<file path="src/design/sine_frequency_sweep_generator_core_assert.svh">
// assertion macros for the sweep generator core
`ifndef SINE_FREQUENCY_SWEEP_GENERATOR_CORE_ASSERT_SVH
`define SINE_FREQUENCY_SWEEP_GENERATOR_CORE_ASSERT_SVH

// same-cycle implication, sampled on clk, off during reset
`define SFSG_ASSERT_SAME(label, ante, cons, msg) \
  label: assert property (@(posedge clk) disable iff (!rst_n) (ante) |-> (cons)) \
    else $error(msg);

// next-cycle implication, sampled on clk, off during reset
`define SFSG_ASSERT_NEXT(label, ante, cons, msg) \
  label: assert property (@(posedge clk) disable iff (!rst_n) (ante) |=> (cons)) \
    else $error(msg);

`endif

</file>
<file path="src/design/sfsg_pkg.sv">
`timescale 1ns / 1ps

package sfsg_pkg;

  localparam int STEP_W  = 4;
  localparam int TABLE_W = 6;

  localparam logic [STEP_W-1:0] STEP_HOLD = 4'd0;
  localparam logic [STEP_W-1:0] STEP_MUTE = 4'd1;
  localparam logic [STEP_W-1:0] STEP_LAST = 4'd9;

  localparam logic [7:0] CMP_RESET = 8'hFF;

  typedef struct packed {
    logic [STEP_W-1:0] step_now;
    logic              sweep_done;
    logic              sync_line;
    logic [7:0]        sample_out;
  } sfsg_result_t;

  localparam logic [7:0] ROM64 [64] = '{
    8'h80, 8'h8C, 8'h98, 8'hA4, 8'hB0, 8'hBB, 8'hC6, 8'hD0, 8'hD9, 8'hE2, 8'hE9, 8'hF0,
    8'hF5, 8'hF9, 8'hFC, 8'hFE, 8'hFF, 8'hFE, 8'hFC, 8'hF9, 8'hF5, 8'hF0, 8'hE9, 8'hE2,
    8'hD9, 8'hD0, 8'hC6, 8'hBB, 8'hB0, 8'hA4, 8'h98, 8'h8C, 8'h7F, 8'h73, 8'h67, 8'h5B,
    8'h4F, 8'h44, 8'h39, 8'h2F, 8'h26, 8'h1D, 8'h16, 8'h0F, 8'h0A, 8'h06, 8'h03, 8'h01,
    8'h00, 8'h01, 8'h03, 8'h06, 8'h0A, 8'h0F, 8'h16, 8'h1D, 8'h26, 8'h2F, 8'h39, 8'h44,
    8'h4F, 8'h5B, 8'h67, 8'h73
  };

  localparam logic [7:0] ROM16 [16] = '{
    8'h80, 8'hB1, 8'hDA, 8'hF5, 8'hFF, 8'hF5, 8'hDA, 8'hB1,
    8'h80, 8'h4F, 8'h26, 8'h0B, 8'h00, 8'h0B, 8'h26, 8'h4F
  };

  localparam logic [7:0] ROM8 [8] = '{
    8'h80, 8'hDA, 8'hFF, 8'hDA, 8'h80, 8'h26, 8'h00, 8'h26
  };

  // per step: sample timer compare and sync level
  localparam logic [7:0] STEP_CMP [10] = '{
    8'hFF, 8'hFF, 8'h61, 8'h30, 8'h09, 8'h13, 8'h09, 8'h04, 8'h04, 8'h01
  };

  localparam logic STEP_SYNC [10] = '{
    1'b0, 1'b0, 1'b1, 1'b0, 1'b1, 1'b0, 1'b1, 1'b0, 1'b1, 1'b0
  };

endpackage

</file>
<file path="src/design/sfsg_sweep.sv">
`timescale 1ns / 1ps

module sfsg_sweep #(
  parameter int SLOW_RATIO = 16
) (
  input  logic                      clk,
  input  logic                      rst_n,
  input  logic                      adv,
  input  logic                      tick,
  input  logic [15:0]               step_period,
  output sfsg_pkg::sfsg_result_t    res
);

  localparam int PRE_W = (SLOW_RATIO > 1) ? $clog2(SLOW_RATIO) : 1;
  localparam logic [PRE_W-1:0] PRE_MAX = PRE_W'(SLOW_RATIO - 1);

  logic [PRE_W-1:0]                 prescale_r, prescale_nxt;
  logic [15:0]                      step_count_r, step_count_nxt;
  logic [7:0]                       sample_count_r, sample_count_nxt;
  logic [7:0]                       sample_cmp_r, sample_cmp_nxt;
  logic [sfsg_pkg::STEP_W-1:0]      step_r, step_nxt;
  logic [sfsg_pkg::TABLE_W-1:0]     table_r, table_nxt;
  logic [7:0]                       out_byte_r, out_byte_nxt;
  logic                             sync_r, sync_nxt;
  logic                             done;
  logic                             slow;
  logic                             sample_fire;

  always_comb begin
    prescale_nxt     = prescale_r;
    step_count_nxt   = step_count_r;
    sample_count_nxt = sample_count_r;
    sample_cmp_nxt   = sample_cmp_r;
    step_nxt         = step_r;
    table_nxt        = table_r;
    out_byte_nxt     = out_byte_r;
    sync_nxt         = sync_r;
    done             = 1'b0;
    slow             = 1'b0;
    sample_fire      = 1'b0;
    if (tick) begin
      slow         = (prescale_r == PRE_MAX);
      prescale_nxt = slow ? '0 : prescale_r + 1'b1;

      sample_fire      = (sample_count_r == sample_cmp_r);
      sample_count_nxt = sample_fire ? 8'd0 : sample_count_r + 8'd1;

      // step timer first, sample update sees the new step
      if (slow) begin
        if (step_count_r == step_period) begin
          step_count_nxt = 16'd0;
          table_nxt      = '0;
          if (step_r >= sfsg_pkg::STEP_LAST) begin
            sync_nxt     = 1'b1;
            step_nxt     = sfsg_pkg::STEP_HOLD;
            out_byte_nxt = 8'd0;
            done         = 1'b1;
          end else begin
            step_nxt       = step_r + 1'b1;
            sample_cmp_nxt = sfsg_pkg::STEP_CMP[step_nxt];
            sync_nxt       = sfsg_pkg::STEP_SYNC[step_nxt];
          end
        end else begin
          step_count_nxt = step_count_r + 16'd1;
        end
      end

      if (sample_fire) begin
        if (step_nxt == sfsg_pkg::STEP_MUTE) begin
          out_byte_nxt = 8'd0;
        end else if (step_nxt inside {[4'd2:4'd4]}) begin
          out_byte_nxt = sfsg_pkg::ROM64[table_nxt];
          table_nxt    = table_nxt + 1'b1;
        end else if (step_nxt inside {[4'd5:4'd7]}) begin
          out_byte_nxt = sfsg_pkg::ROM16[table_nxt[3:0]];
          table_nxt    = {2'b00, table_nxt[3:0] + 4'd1};
        end else if (step_nxt inside {[4'd8:4'd9]}) begin
          out_byte_nxt = sfsg_pkg::ROM8[table_nxt[2:0]];
          table_nxt    = {3'b000, table_nxt[2:0] + 3'd1};
        end
      end
    end
  end

  always_ff @(posedge clk) begin
    if (!rst_n) begin
      prescale_r     <= '0;
      step_count_r   <= 16'd0;
      sample_count_r <= 8'd0;
      sample_cmp_r   <= sfsg_pkg::CMP_RESET;
      step_r         <= sfsg_pkg::STEP_HOLD;
      table_r        <= '0;
      out_byte_r     <= 8'd0;
      sync_r         <= 1'b0;
    end else if (adv) begin
      prescale_r     <= prescale_nxt;
      step_count_r   <= step_count_nxt;
      sample_count_r <= sample_count_nxt;
      sample_cmp_r   <= sample_cmp_nxt;
      step_r         <= step_nxt;
      table_r        <= table_nxt;
      out_byte_r     <= out_byte_nxt;
      sync_r         <= sync_nxt;
    end
  end

  assign res.step_now   = step_nxt;
  assign res.sweep_done = done;
  assign res.sync_line  = sync_nxt;
  assign res.sample_out = out_byte_nxt;

endmodule

</file>
<file path="src/design/sine_frequency_sweep_generator_core.sv">
`timescale 1ns / 1ps

// Sine frequency sweep generator. Each input transfer is one sample-clock tick
// (tdata bit 0 set) or an idle slot (bit 0 clear); every input transfer gives
// exactly one output transfer carrying the output byte, sync level and step
// after that tick, with tlast high on the tick that completes a sweep. One
// transfer is taken per clock; its result appears on the output in the next
// cycle from a single output register, and a new transfer is taken in the
// same cycle that register is drained, so throughput is one per clock while
// out_tready stays high. step_period (cfg_wdata on cfg_we) sets the step
// length in prescaled counts and should be written while the block is idle.
module sine_frequency_sweep_generator_core #(
  parameter int SLOW_RATIO = 16
) (
  input  logic        clk,
  input  logic        rst_n,
  input  logic        cfg_we,
  input  logic [15:0] cfg_wdata,
  input  logic        in_tvalid,
  output logic        in_tready,
  input  logic [7:0]  in_tdata,   // tick, zero fill
  output logic        out_tvalid,
  input  logic        out_tready,
  output logic [15:0] out_tdata,  // sample_out, sync_line, step_now, zero fill
  output logic        out_tlast   // sweep_done
);

  logic [15:0]            period_r;
  logic                   out_valid_r;
  sfsg_pkg::sfsg_result_t out_data_r;
  sfsg_pkg::sfsg_result_t res;
  logic                   in_xfer;

  assign in_tready     = !out_valid_r || out_tready;
  assign in_xfer       = in_tvalid && in_tready;

  always_ff @(posedge clk) begin
    if (!rst_n) begin
      period_r <= 16'h4FFF;
    end else if (cfg_we) begin
      period_r <= cfg_wdata;
    end
  end

  sfsg_sweep #(
    .SLOW_RATIO (SLOW_RATIO)
  ) u_sweep (
    .clk         (clk),
    .rst_n       (rst_n),
    .adv         (in_xfer),
    .tick        (in_tdata[0]),
    .step_period (period_r),
    .res         (res)
  );

  always_ff @(posedge clk) begin
    if (!rst_n) begin
      out_valid_r <= 1'b0;
    end else if (in_xfer) begin
      out_valid_r <= 1'b1;
    end else if (out_tready) begin
      out_valid_r <= 1'b0;
    end
  end

  always_ff @(posedge clk) begin
    if (in_xfer) begin
      out_data_r <= res;
    end
  end

  assign out_tvalid = out_valid_r;
  assign out_tdata  = {3'b000, out_data_r.step_now, out_data_r.sync_line,
                       out_data_r.sample_out};
  assign out_tlast  = out_data_r.sweep_done;

`include "sine_frequency_sweep_generator_core_assert.svh"

  `SFSG_ASSERT_NEXT(a_xfer_gives_result, in_xfer, out_tvalid,
    "accepted transfer did not produce a result")
  `SFSG_ASSERT_SAME(a_step_range, out_tvalid, out_data_r.step_now <= sfsg_pkg::STEP_LAST,
    "step out of range")
  `SFSG_ASSERT_SAME(a_done_state, out_tvalid && out_tlast,
    out_data_r.step_now == sfsg_pkg::STEP_HOLD && out_data_r.sync_line &&
    out_data_r.sample_out == 8'd0,
    "sweep end did not return to step zero")
  `SFSG_ASSERT_SAME(a_idle_no_done, in_xfer && !in_tdata[0], !res.sweep_done,
    "sweep completed without a tick")

endmodule
</file>
<file path="config.mk">
export PLATFORM = sky130hd
export DESIGN_NAME = sine_frequency_sweep_generator_core
export DESIGN_NICKNAME = d
export VERILOG_FILES = /design/src/design/sfsg_pkg.sv /design/src/design/sfsg_sweep.sv /design/src/design/sine_frequency_sweep_generator_core.sv
export VERILOG_INCLUDE_DIRS = /design/src /design/src/design
export SDC_FILE = /design/constraint.sdc
export NUM_CORES = 1
export LEC_CHECK = 0
export BUFFER_PORTS_ARGS = -buffer_cell sky130_fd_sc_hd__clkbuf_2
export CORE_MARGIN = 5
export CORE_UTILIZATION = 27
export CTS_CLUSTER_SIZE = 25
export DETAILED_ROUTE_END_ITERATION = 12
export PLACE_DENSITY = 0.48
export SYNTH_ARGS = -nofsm -noshare
export SYNTH_HDL_FRONTEND = slang
export SYNTH_HIERARCHICAL = 1
export SYNTH_SLANG_ARGS = --single-unit
</file>
<file path="constraint.sdc">
create_clock -name clk -period 3.7 [get_ports clk]
set_clock_uncertainty 0.2 [all_clocks]
set_input_delay 0.185 -clock clk [delete_from_list [all_inputs] [get_ports clk]]
set_output_delay 0.185 -clock clk [all_outputs]
set_load 0.01 [all_outputs]
</file>
=== After elaboration in Yosys (flattened, before gate mapping) ===
Memory sizes are Yosys's and may differ from the RTL's. A register that Yosys moved wholly into a read port is not among the register bits.
Index checks and enable logic that the tools add are counted.

* Memory bits (read-only): 848
* Memories: 5
* Word-level logic and storage cells: 97
* Output and inout bits: 19
* Input bits: 29
* Register bits: 78

* Magnitude comparators: 11
* Add/subtract/negate cells: 7
* Eq/ne operators: 4
* Reduce and logical (&&, ||, !) cells: 12
* Bitwise operators: 5
* Muxes and demuxes: 40

{| class="wikitable"
|+ Memory list
! name !! depth !! width !! rd ports !! clocked after memory_dff !! write ports !! line !! text
|-
| (no name shown) || 64 || 8 || 1 || 0 || 0 || sfsg_sweep.sv:72 || <nowiki>out_byte_nxt = sfsg_pkg::ROM64[table_nxt];</nowiki>
|-
| (no name shown) || 16 || 8 || 1 || 0 || 0 || sfsg_sweep.sv:75 || <nowiki>out_byte_nxt = sfsg_pkg::ROM16[table_nxt[3:0]];</nowiki>
|-
| (no name shown) || 16 || 8 || 1 || 1 || 0 || sfsg_sweep.sv:60 || <nowiki>sample_cmp_nxt = sfsg_pkg::STEP_CMP[step_nxt];</nowiki>
|-
| (no name shown) || 8 || 8 || 1 || 0 || 0 || sfsg_sweep.sv:78 || <nowiki>out_byte_nxt = sfsg_pkg::ROM8[table_nxt[2:0]];</nowiki>
|-
| (no name shown) || 16 || 1 || 1 || 0 || 0 || sfsg_sweep.sv:61 || <nowiki>sync_nxt = sfsg_pkg::STEP_SYNC[step_nxt];</nowiki>
|}

{| class="wikitable"
|+ Operators by type and width
! cell !! count
|-
| 8-bit 2-to-1 mux || 16
|-
| 6-bit 2-to-1 mux || 8
|-
| 4-bit 2-to-1 mux || 6
|-
| 16-bit by 1-bit adder with 16-bit output, second input constant || 1
|-
| 16-bit == test || 1
|-
| 16-bit 2-to-1 mux || 1
|-
| 4-bit by 1-bit adder with 4-bit output, second input constant || 3
|-
| 4-bit >= comparator, second input constant || 3
|-
| 5-bit >= comparator, second input constant || 2
|-
| 4-bit inverter with 5-bit output || 2
|-
| 1-bit 2-to-1 mux || 9
|-
| 8-bit by 1-bit adder with 8-bit output, second input constant || 1
|-
| 8-bit == test || 1
|-
| 4-bit by 3-bit <= comparator with 1-bit output, second input constant || 2
|-
| 7-bit >= comparator, second input constant || 1
|-
| 6-bit inverter with 7-bit output || 1
|-
| 6-bit by 1-bit adder with 6-bit output, second input constant || 1
|-
| 3-bit AND reduction || 2
|-
| 5-bit AND reduction || 1
|-
| 4-bit by 1-bit == test with 1-bit output, second input constant || 1
|-
| 4-bit == test, second input constant || 1
|-
| 4-bit by 2-bit >= comparator with 1-bit output, second input constant || 1
|-
| 4-bit by 3-bit >= comparator with 1-bit output, second input constant || 1
|-
| 4-bit <= comparator, second input constant || 1
|-
| 8 further kinds || 12
|}

=== Depth between registers and ports, before layout ===
* Depth in word-level cells: 14
* Depth in mapped cells: 16
* Depth with buffers taken out: 15

=== Modules after synthesis ===
Netlist, hierarchy kept.

{| class="wikitable"
|+ Modules (own cells, without submodules)
! module !! instances !! cells an instance !! sequential area each (sq um) !! area each (sq um)
|-
| sfsg_sweep || 1 || 632 || 1101.1 || 4804.6
|-
| sine_frequency_sweep_generator_core || 1 || 74 || 760.7 || 1073.5
|}

=== Least setup slack after synthesis ===
Ideal clock, no wire load.

* Path type: flip-flop to flip-flop
* Start point: register u_sweep.step_count_r[5]
* End point: register out_data_r (netlist bit out_tdata[2]) (data pin)
* Required time: 3354 ps
* Path slack: 199 ps
* Clock period less this slack: 3501 ps
* Stages on the path, launching flop included: 13
* Path buffers: 1
* Arrival: 3155 ps
* Setup time: 146 ps
* Path through: dfxtp_1 > xor2_1 > nor4_2 > and4_1 > nand2_2 > clkbuf_1 > and2_1 > ha_1 > mux4_2 > mux4_2 > o22ai_1 > a22oi_1 > a21oi_1

{| class="wikitable"
|+ RTL lines
! item !! line !! text
|-
| from (decl) || sfsg_sweep.sv:18 || <nowiki>logic [15:0] step_count_r, step_count_nxt;</nowiki>
|-
| from (signal assigned) || sfsg_sweep.sv:97 || <nowiki>step_count_r <= step_count_nxt;</nowiki>
|-
| to (signal assigned) || sine_frequency_sweep_generator_core.sv:68 || <nowiki>out_data_r <= res;</nowiki>
|-
| to (decl) || sine_frequency_sweep_generator_core.sv:30 || <nowiki>sfsg_pkg::sfsg_result_t out_data_r;</nowiki>
|}

==> flow_metrics.py <==
metrics = {
    "run_status": {
        "status": "finished clean",
    },
    "power_and_ir_drop": {
        "leakagePower_nw": 2.62,
        "ir_worst_vdd_mv": 0.204,
        "p_per_area_nw_per_um2": 301,
    },
    "grt": {
        "grt_max_degree": 40,
        "antenna_found_initial": 0,
        "grt_pass1_vias": 5098,
        "grt_pass1_wl_um": 28000,
        "grt_overflow": 0,
        "grt_usage_pct": 14.1,
    },
    "final_layout": {
        "final-seq-area_um2": 1860,
        "mostFrequentLayoutCell": "nand2_1",
        "fin_cells": 1053,
        "most-common-layout-cells": "nand2_1, dfxtp_1, nor2_1",
        "fin_nets": 816,
        "n_fill_cell": 2297,
        "syn2layout_area_growth_pct": 18.8,
        "drive_above_1_share_pct": 16.7,
        "multi_input_area_um2": 3740,
        "diodes": 0,
    },
    "drt": {
        "dr.pass1.iters": 5,
        "routed_via_density": 5.13,
        "detail-route-antenna-nets": 0,
        "num_vias": 5406,
        "drt-initial-drc-count": 421,
        "drt_wl_total_um": 17300,
        "routedWlPerCell_um": 16.4,
        "drcViolationCount": 0,
    },
    "critical_path": {
        "worstPathCellList": "xor2_1 > nor4_2 > and4_1 > nand2_2 > and2_2 > ha_4 > inv_1 > mux4_2 > o221ai_1 > o21ai_1 > a32oi_2 > buf_4 > nand2_1 > o21ai_1",
        "crit_fanout": 5,
        "crit_required_ns": 3.70,
        "endpoint_kind": "register",
        "slowest_delay_ns": 0.45,
        "crit_family": "simple AND/OR/NAND/NOR gates",
        "arrival_ns": 3.48,
        "crit_buf_inv": 2,
        "criticalPathCategory": "register to register",
        "cp-start-kind": "register",
        "crit_top_cell": "o21ai_1",
        "cpMaxStageDelayCell": "mux4_2",
    },
    "synthesis": {
        "ys_seq_area_share_pct": 31.7,
        "synth_top_flop_cell": "dfxtp_1",
        "synth_seq_cells": 86,
        "synthCells": 706,
        "synth_cell_type_count": 76,
        "syn_area_per_cell_um2": 8.33,
        "async_reset_ff_share_pct": 0,
        "synth_edf_count": 14,
        "yosys_warnings": 6,
        "synthesis.area_um2": 5880,
    },
    "sta": {
        "slew_headroom_pct": 30.2,
        "rsz0062_at_grt": "no",
        "fin_hold_ws_ns": 0.0901,
        "fin_crit_ns": 3.48,
        "post-route-period-util_pct": 94.0,
        "setup_violations": 0,
        "fin_ws_ns": 0.221,
        "finalHoldViolCount": 0,
        "maxSlewViolCount": 0,
        "worst_pin_slew_ns": 1.04,
        "clock.fmax_mhz": 287,
        "fin_setup_tns_ns": 0,
    },
    "floorplanning": {
        "dieHeight_um": 158,
        "dieWidth_um": 158,
        "die_area_um2": 24800,
        "rows": 54,
        "ios": 48,
        "coreArea_um2": 21600,
        "initial_utilization_pct": 27.2,
    },
    "placed_design": {
        "place_ws_ns": 0.0710,
        "place_congestion": 0.863,
        "place_inst": 1019,
        "dp_hpwl_um": 12500,
        "io_buffers": 37,
    },
    "clock_tree": {
        "path_clk_slew_ns": 0.08,
        "clock_latency_ns": 0.35,
        "clock_sinks": 86,
        "cts_tree": "done",
        "cts.htree.levels": 3,
        "numCtsBuffers": 9,
        "clockBufferDepth": 2,
        "cts-root-buf": "clkbuf_16",
    },
    "flow_run": {
        "cap_violations": 0,
    },
    "min_path": {
        "hold_path_class": "input port to register",
    },
}
[metrics by stage]
| step | cell area (um2) | power (mW) | util (%) |
|---|---|---|---|
| floorplan | 5890 | 1.12 | - |
| global placement | 6480 | 1.19 | 30.0 |
| detailed placement | 6480 | 1.19 | 30.0 |
| CTS | 6960 | 2.14 | 32.2 |
| global route | 6990 | 2.20 | 32.3 |
| finish | 6990 | 2.10 | 32.3 |
[per-layer routing]
metal | track usage (%) | part of all wire (%)
met4 | 3.15 | 1.2
met2 | 23.1 | 46
met3 | 2.47 | 4.6
met5 | 0 | 0
met1 | 19.3 | 48
[cell usage after synthesis, types with 8 or more instances]
cell,instances,area [um2]
a21oi_1,37,185
inv_1,17,63.8
mux2i_1,22,220
dfxtp_1,72,1440
a22oi_1,8,60.1
a21boi_0,8,60.1
nor3_1,15,75.1
xor2_1,43,377
clkbuf_1,25,93.8
nand2_1,75,282
o21ai_0,32,160
xnor2_1,8,70.1
nand4_1,10,62.6
nand2b_1,9,56.3
nand3_1,26,130
edfxtp_1,14,420
ha_1,19,238
and3_1,9,56.3
nor2_1,69,259
buf_2,9,45.0
a211oi_1,12,90.1
nor2b_1,17,106
and2_1,10,62.6
[path summary, 6_finish.rpt]
path,startpoint,to,slack [ns],cells after the start
worst max-delay path,u_sweep/step_count_r[9],out_tdata[3],0.22,14
worst min register to register,u_sweep/prescale_r[1],u_sweep/prescale_r[1],0.28,2
worst max register to register,u_sweep/step_count_r[9],out_tdata[3],0.22,14
worst min-delay path,rst_n,u_sweep/step_count_r[0],0.09,4
[worst reg2reg max path: stages, from the launching register on]
cell      delay [ns]
dfxtp_1         0.34
xor2_1          0.17
nor4_2          0.33
and4_1          0.29
nand2_2         0.07
and2_2          0.25
ha_4            0.30
inv_1           0.05
mux4_2          0.45
o221ai_1        0.17
o21ai_1         0.14
a32oi_2         0.21
buf_4           0.16
nand2_1         0.05
o21ai_1         0.16
[sequential cells by signal, summed over array words and instances (netlist names), 6 cells and up]
signal                  flops
u_sweep/step_count_r       16
period_r                   16
u_sweep/out_byte_r          8
u_sweep/table_r             6
u_sweep/sample_cmp_r        8
u_sweep/sample_count_r      8
out_tdata                  13
[what timing repair did]
action                     in CTS  in global routing
setup endpoints to repair       0                  4
gates resized for setup         0                 10
hold buffers                   18                  0
hold endpoints to repair       17                  0
buffers inserted                0                  0
[where the power goes]
part | switching, mW | internal (mW)
Combinational | 0.109 | 0.0790
Sequential | 0.0189 | 0.972
Clock | 0.443 | 0.478
[area by class of cell]
type	count	share of cell area (%)
Timing Repair Buffer	96	9.64
Multi-Input combinational cell	558	53.5
Clock buffer	9	3.22
Clock inverter	7	1.06
Inverter	17	0.913
Tap cell	280	5.02
Sequential cell	86	26.7
[cell families after synthesis]
group	share of synthesized area [%]
compound gates	22.9
xor+xnor	7.60
fa+ha+maj	4.04
buf+inv	5.39
flops	31.7
mux	5.66
other cells	0.0638
simple gates	22.6
Note: power is estimated with default switching activity, not from simulation.
